File: src/hw/rtl/direct_mapped_cache_lookup_defines.svh
`ifndef DIRECT_MAPPED_CACHE_LOOKUP_DEFINES_SVH
`define DIRECT_MAPPED_CACHE_LOOKUP_DEFINES_SVH

// Same-cycle implication, checked on every clock outside reset.
`define DMC_ASSERT_IMPL(label, ante, cons) \
  label: assert property (@(posedge clk) disable iff (!rst_n) (ante) |-> (cons)) \
    else $error("dmc assertion failed");

// Next-cycle implication, checked on every clock outside reset.
`define DMC_ASSERT_NEXT(label, ante, cons) \
  label: assert property (@(posedge clk) disable iff (!rst_n) (ante) |=> (cons)) \
    else $error("dmc assertion failed");

`endif

File: src/hw/rtl/dmc_pkg.sv
`default_nettype none
package dmc_pkg;

  localparam int TAG_W  = 16;
  localparam int DATA_W = 32;
  localparam int CNT_W  = 9;

  localparam logic [1:0] ST_COLD     = 2'd0;
  localparam logic [1:0] ST_CONFLICT = 2'd1;
  localparam logic [1:0] ST_HIT      = 2'd2;

  typedef struct packed {
    logic              valid;
    logic [TAG_W-1:0]  tag;
    logic [DATA_W-1:0] data;
  } line_t;

  typedef struct packed {
    logic busy;
    logic done;
  } div_stat_t;

endpackage
`default_nettype wire

File: src/hw/rtl/dmc_mod_unit.sv
`default_nettype none
module dmc_mod_unit #(
  parameter int DW = 16
) (
  input  wire logic                   clk,
  input  wire logic                   rst_n,
  input  wire logic                   start,
  input  wire logic [DW-1:0]          dividend,
  input  wire logic [dmc_pkg::CNT_W-1:0] divisor,
  output logic [dmc_pkg::CNT_W-1:0]   rem,
  output dmc_pkg::div_stat_t          stat
);
  import dmc_pkg::*;

  localparam int CW = $clog2(DW + 1);

  logic            busy_r, busy_nxt;
  logic            done_r, done_nxt;
  logic [CW-1:0]   cnt_r, cnt_nxt;
  logic [DW-1:0]   quo_r, quo_nxt;
  logic [CNT_W:0]  rem_r, rem_nxt;
  logic [CNT_W:0]  trial;

  // Restoring remainder, one dividend bit per cycle, MSB first.
  always_comb begin
    busy_nxt = busy_r;
    done_nxt = 1'b0;
    cnt_nxt  = cnt_r;
    quo_nxt  = quo_r;
    rem_nxt  = rem_r;
    trial    = {rem_r[CNT_W-1:0], quo_r[DW-1]};
    if (start) begin
      busy_nxt = 1'b1;
      cnt_nxt  = CW'(DW);
      quo_nxt  = dividend;
      rem_nxt  = '0;
    end else if (busy_r) begin
      quo_nxt = {quo_r[DW-2:0], 1'b0};
      cnt_nxt = cnt_r - CW'(1);
      if (trial >= {1'b0, divisor}) begin
        rem_nxt = trial - {1'b0, divisor};
      end else begin
        rem_nxt = trial;
      end
      if (cnt_r == CW'(1)) begin
        busy_nxt = 1'b0;
        done_nxt = 1'b1;
      end
    end
  end

  always_ff @(posedge clk) begin
    if (!rst_n) begin
      busy_r <= 1'b0;
      done_r <= 1'b0;
      cnt_r  <= '0;
    end else begin
      busy_r <= busy_nxt;
      done_r <= done_nxt;
      cnt_r  <= cnt_nxt;
    end
    quo_r <= quo_nxt;
    rem_r <= rem_nxt;
  end

  assign rem       = rem_r[CNT_W-1:0];
  assign stat.busy = busy_r;
  assign stat.done = done_r;

endmodule
`default_nettype wire

File: config.mk
export PLATFORM = sky130hd
export DESIGN_NAME = dmc_mod_unit
export DESIGN_NICKNAME = d
export VERILOG_FILES = /design/src/hw/rtl/direct_mapped_cache_lookup_defines.svh /design/src/hw/rtl/dmc_pkg.sv /design/src/hw/rtl/dmc_mod_unit.sv
export SDC_FILE = /design/constraint.sdc
export NUM_CORES = 1
export LEC_CHECK = 0
export ABC_AREA = 1
export BUFFER_PORTS_ARGS = -buffer_cell sky130_fd_sc_hd__buf_4
export CORE_MARGIN = 2
export CORE_UTILIZATION = 35
export DETAILED_ROUTE_END_ITERATION = 12
export PLACE_DENSITY_LB_ADDON = 0.3
export SKIP_CTS_REPAIR_TIMING = 1
export SKIP_LAST_GASP = 1
export SYNTH_ARGS = -nofsm -noshare
export SYNTH_HDL_FRONTEND = slang
export SYNTH_SLANG_ARGS = --single-unit
File: constraint.sdc
create_clock -name clk -period 2.05 [get_ports clk]
set_input_delay 0.205 -clock clk [delete_from_list [all_inputs] [get_ports clk]]
set_output_delay 0.205 -clock clk [all_outputs]
set_load 0.01 [all_outputs]
# Word level (Yosys, flattened, before mapping)
# Cells that the tools add are included.
[totals] ff_bits=32 in_bits=28 output_inout_bits=11 word_cells=24
[classes] add_sub_neg=2 n_lt_le_gt_ge=1 n_eq_ne=1 mux=9 bitwise_logic=2 n_reduce_logical=3
[ops] operator="2-to-1 mux 16 bit" n=2
[ops] operator=">= comparator 10 x 9 -> 1 bit" n=1
[ops] operator="2-to-1 mux 5 bit" n=2
[ops] operator="2-to-1 mux 9 bit" n=1
[ops] operator="subtractor 9 bit" n=1
[ops] operator="== test 5 x 1 -> 1 bit, second input constant" n=1
[ops] operator="subtractor 5 x 1 -> 5 bit, second input constant" n=1
[ops] operator="2-to-1 mux 1 bit" n=4
[ops] operator="OR reduction 3 bit" n=1
[ops] operator="inverter 1 bit" n=2
[ops] operator="nonzero test 2 bit" n=1
[ops] operator="OR reduction 2 bit" n=1

# Depth between registers and ports, before layout
[depth] depth_word=4 mapped_depth=13 mapped_depth_nobuf=13

# Worst setup path before layout
# No wires, ideal clock.
[synth_timing] kind="reg-to-reg" from="reg quo_r[15]" to="reg rem_r[0]" setup_ns=0.113 t_arrival_ns=1.547 required_ns=1.937 slack_ns=0.390 path_stages_with_launch=11 path_buffers=0 synth_period_minus_slack_ns=1.660 path_cell_list="edfxtp_1 > inv_1 > ha_1 > inv_1 > fa_1 > nand4_1 > nand2_1 > nand2_4 > nand3_1 > nand3_1 > nand2_1"
[synth_between] elab_chain_len=2 elab_cells_between_ends=3 classes_between="add/sub: 1; order compare: 1; mux: 1"
[synth_lines] element="start, declared" line_no="dmc_mod_unit.sv:20" rtl="logic [DW-1:0] quo_r, quo_nxt;"
[synth_lines] element="start signal, assigned" line_no="dmc_mod_unit.sv:62" rtl="quo_r <= quo_nxt;"
[synth_lines] element="subtractor 9 bit or >= comparator 10 x 9 -> 1 bit (tied branches)" line_no="dmc_mod_unit.sv:41, dmc_mod_unit.sv:40"
[synth_lines] element="2-to-1 mux 9 bit *" line_no="dmc_mod_unit.sv:40" rtl="if (trial >= {1'b0, divisor}) begin"
[synth_lines] element="end signal, assigned" line_no="dmc_mod_unit.sv:63" rtl="rem_r <= rem_nxt;"
[synth_lines] element="end, declared" line_no="dmc_mod_unit.sv:21" rtl="logic [CNT_W:0] rem_r, rem_nxt;"
# Every way passes the cells marked *; elsewhere a longest branch is shown, timed or not.
# A chain may end at the register's enable or synchronous reset.

# Worst setup path in the final report
[layout_timing] from="reg quo_r[15]" to="reg rem_r[7]"
# The elaborated chain is that of the path after synthesis.

==> impl_metrics.env <==
export IMPL_status="complete, no violations"
export IMPL_synth_top_cell_area_share=0.244
export IMPL_clock_latency_ps=280
export IMPL_syn_inst=275
export IMPL_finalWorstSetupSlack_ps=216
export IMPL_grt_overflow_total=0
export IMPL_core_sq_um=5470
export IMPL_wirelength_microns=3940
export IMPL_die_h_microns=79.0
export IMPL_ant_nets=0
export IMPL_setup_viol=0
export IMPL_ys_seq_elements=32
export IMPL_vias=1742
export IMPL_cts_sinks=32
export IMPL_synth_area_per_cell_sq_um=7.16
export IMPL_drc=0
export IMPL_grt_pass1_vias=1620
export IMPL_layout_drive_gt1_share=0.164
export IMPL_tightest_slew_ps=636
export IMPL_cts_inserted_buffers=5
export IMPL_postLayoutCellArea_sq_um=2400
export IMPL_io_buffers=38
export IMPL_grt_max_degree=22
export IMPL_firstDrtPassIters=4
export IMPL_rsz0062_at_grt="no"
export IMPL_clk_path_buf_depth=2
export IMPL_ir_worst_vdd_v=0.000373
export IMPL_gp_congestion=0.858
export IMPL_wire_per_inst_microns=10.1
export IMPL_globalRouteTotalUtil=0.142
export IMPL_yosysWarnings=0
export IMPL_num_antenna_cells=0
export IMPL_grt_antenna_before_repair=0
export IMPL_fin_skew_ps=3.49
export IMPL_dieWidth_microns=79.0
export IMPL_vias_per_cell=4.48
export IMPL_top_level_ports=39
export IMPL_place_ws_ps=234
export IMPL_cts_root_buf="clkbuf_8"
export IMPL_drt_iter0_drc=123
export IMPL_dieArea_sq_um=6240
export IMPL_mostFrequentLayoutCell="nand2_1"
export IMPL_final_cell_mix="nand2_1 (112), inv_1 (45), buf_4 (41)"
export IMPL_dpl_cell_area_sq_um=2320
export IMPL_grt_pass1_wl_microns=7020
export IMPL_nNetsFinal=356
export IMPL_hold_viol=0
export IMPL_start_util=0.360
export IMPL_max_slew_margin=0.574
export IMPL_rows=27
export IMPL_worstPathArrival_ps=2060
export IMPL_synth_distinct_cells=27
export IMPL_path_class="flop to flop"
export IMPL_endpoint_kind="flop"
export IMPL_syn_to_final_growth_pct=21.9
export IMPL_clk_pin_slew_ps=60
export IMPL_ys_seq_area_frac=0.407
export IMPL_tns_ps=0
export IMPL_tritoncts="done"
export IMPL_worstPathRequired_ps=2270
export IMPL_dp_hpwl_microns=3030
export IMPL_power_per_cell_area_nw_per_um2=609
export IMPL_yosysTopAreaCell="edfxtp_1"
export IMPL_max_freq_mhz=545
export IMPL_synthesis_nets=315
export IMPL_post_route_period_util=0.895
export IMPL_path_max_fanout=10
export IMPL_cap_violations=0
export IMPL_syn_area_sq_um=1970
export IMPL_hold_path_class="primary input to flop"
export IMPL_report_final_slew_viol_count=0
export IMPL_critPathLaunchType="flop"
export IMPL_leakage_nw=1.32
export IMPL_synth_area_leaders="edfxtp_1 (24%), nand2_1 (21%), dfxtp_1 (16%)"
export IMPL_h_tree_depth=2
export IMPL_post_route_min_period_ps=1830
## where the power goes
part	leakage, nW	switching [W]	internal [W]	total, W
Sequential	0.295	0.0000224	0.000725	0.000748
Combinational	0.987	0.000146	0.000116	0.000262
Clock	0.0399	0.000217	0.000236	0.000453
## through the flow
step,util,hold slack (ps),std cells,total power (W)
2_1_floorplan,-,337,275,0.000935
3_3_place_gp,0.424,450,381,0.00102
3_5_place_dp,0.424,453,381,0.00102
4_1_cts,0.439,157,389,0.00149
5_1_grt,0.439,163,389,0.00156
6_report,0.439,166,389,0.00146
## path summary, 6_finish.rpt
check / startpoint / endpoint / slack, ps / cells after the start
worst max-delay path: quo_r[15] / rem_r[7] / 220 / 11
worst min-delay path: rst_n / busy_r / 170 / 3
worst max register to register: quo_r[15] / rem_r[7] / 220 / 11
worst min register to register: cnt_r[4] / cnt_r[4] / 490 / 2
## synthesized netlist by cell type
cell and instances:
nand2_2 1, nor2b_4 1, buf_6 1, inv_1 45
ha_1 11, nand2_4 1, nand3_1 28, clkbuf_1 2
a31oi_1 1, xor2_1 1, nor3_1 3, and3_1 1
nand2_1 112, dfxtp_1 16, nor2_1 15, a21oi_2 1
fa_1 1, nand2_8 1, o211ai_1 1, edfxtp_1 16
nand4_1 2, o21ai_0 1, nor2_2 1, xnor2_1 3
buf_2 1, a21oi_1 5, buf_4 3
## cells by family (layout without fill, tap and decap cells)
kind of cell / Yosys count / count (layout) / synth area share
xor+xnor: 4 / 4 / 0.0178
flops: 32 / 32 / 0.407
simple gates: 166 / 166 / 0.360
fa+ha+maj: 12 / 12 / 0.0801
compound gates: 9 / 9 / 0.0267
buf+inv: 52 / 94 / 0.109
## per-layer routing
layer  routed length, microns  GRT usage
met3                      209     0.0364
met1                     1950      0.188
met5                        0          0
met4                       76     0.0603
met2                     1710      0.220
## worst max-delay path: stages, from the launching register on
cell and delay (ps):
edfxtp_1 360, inv_1 80, ha_1 140, inv_1 60
fa_1 420, nand4_1 140, nand2_1 110, nand2_4 160
nand2_8 80, nand2_1 90, nand3_1 70, nand2_1 70
## registers in the layout (all words and copies together), names as in the netlist
| name | cells |
|---|---|
| quo_r | 16 |
| cnt_r | 5 |
| busy_r | 1 |
| done_r | 1 |
| rem_r | 9 |
## layout make-up
class | count | area, sq um
clock buffers | 7 | 76.3
clock inverters | 1 | 3.75
fillers | 582 | 3070
inverters | 45 | 169
multi-input cells | 191 | 953
flip-flops and latches | 32 | 801
well taps | 72 | 90.1
repair buffers | 41 | 308
No activity file was read; power rests on OpenSTA's default activity.
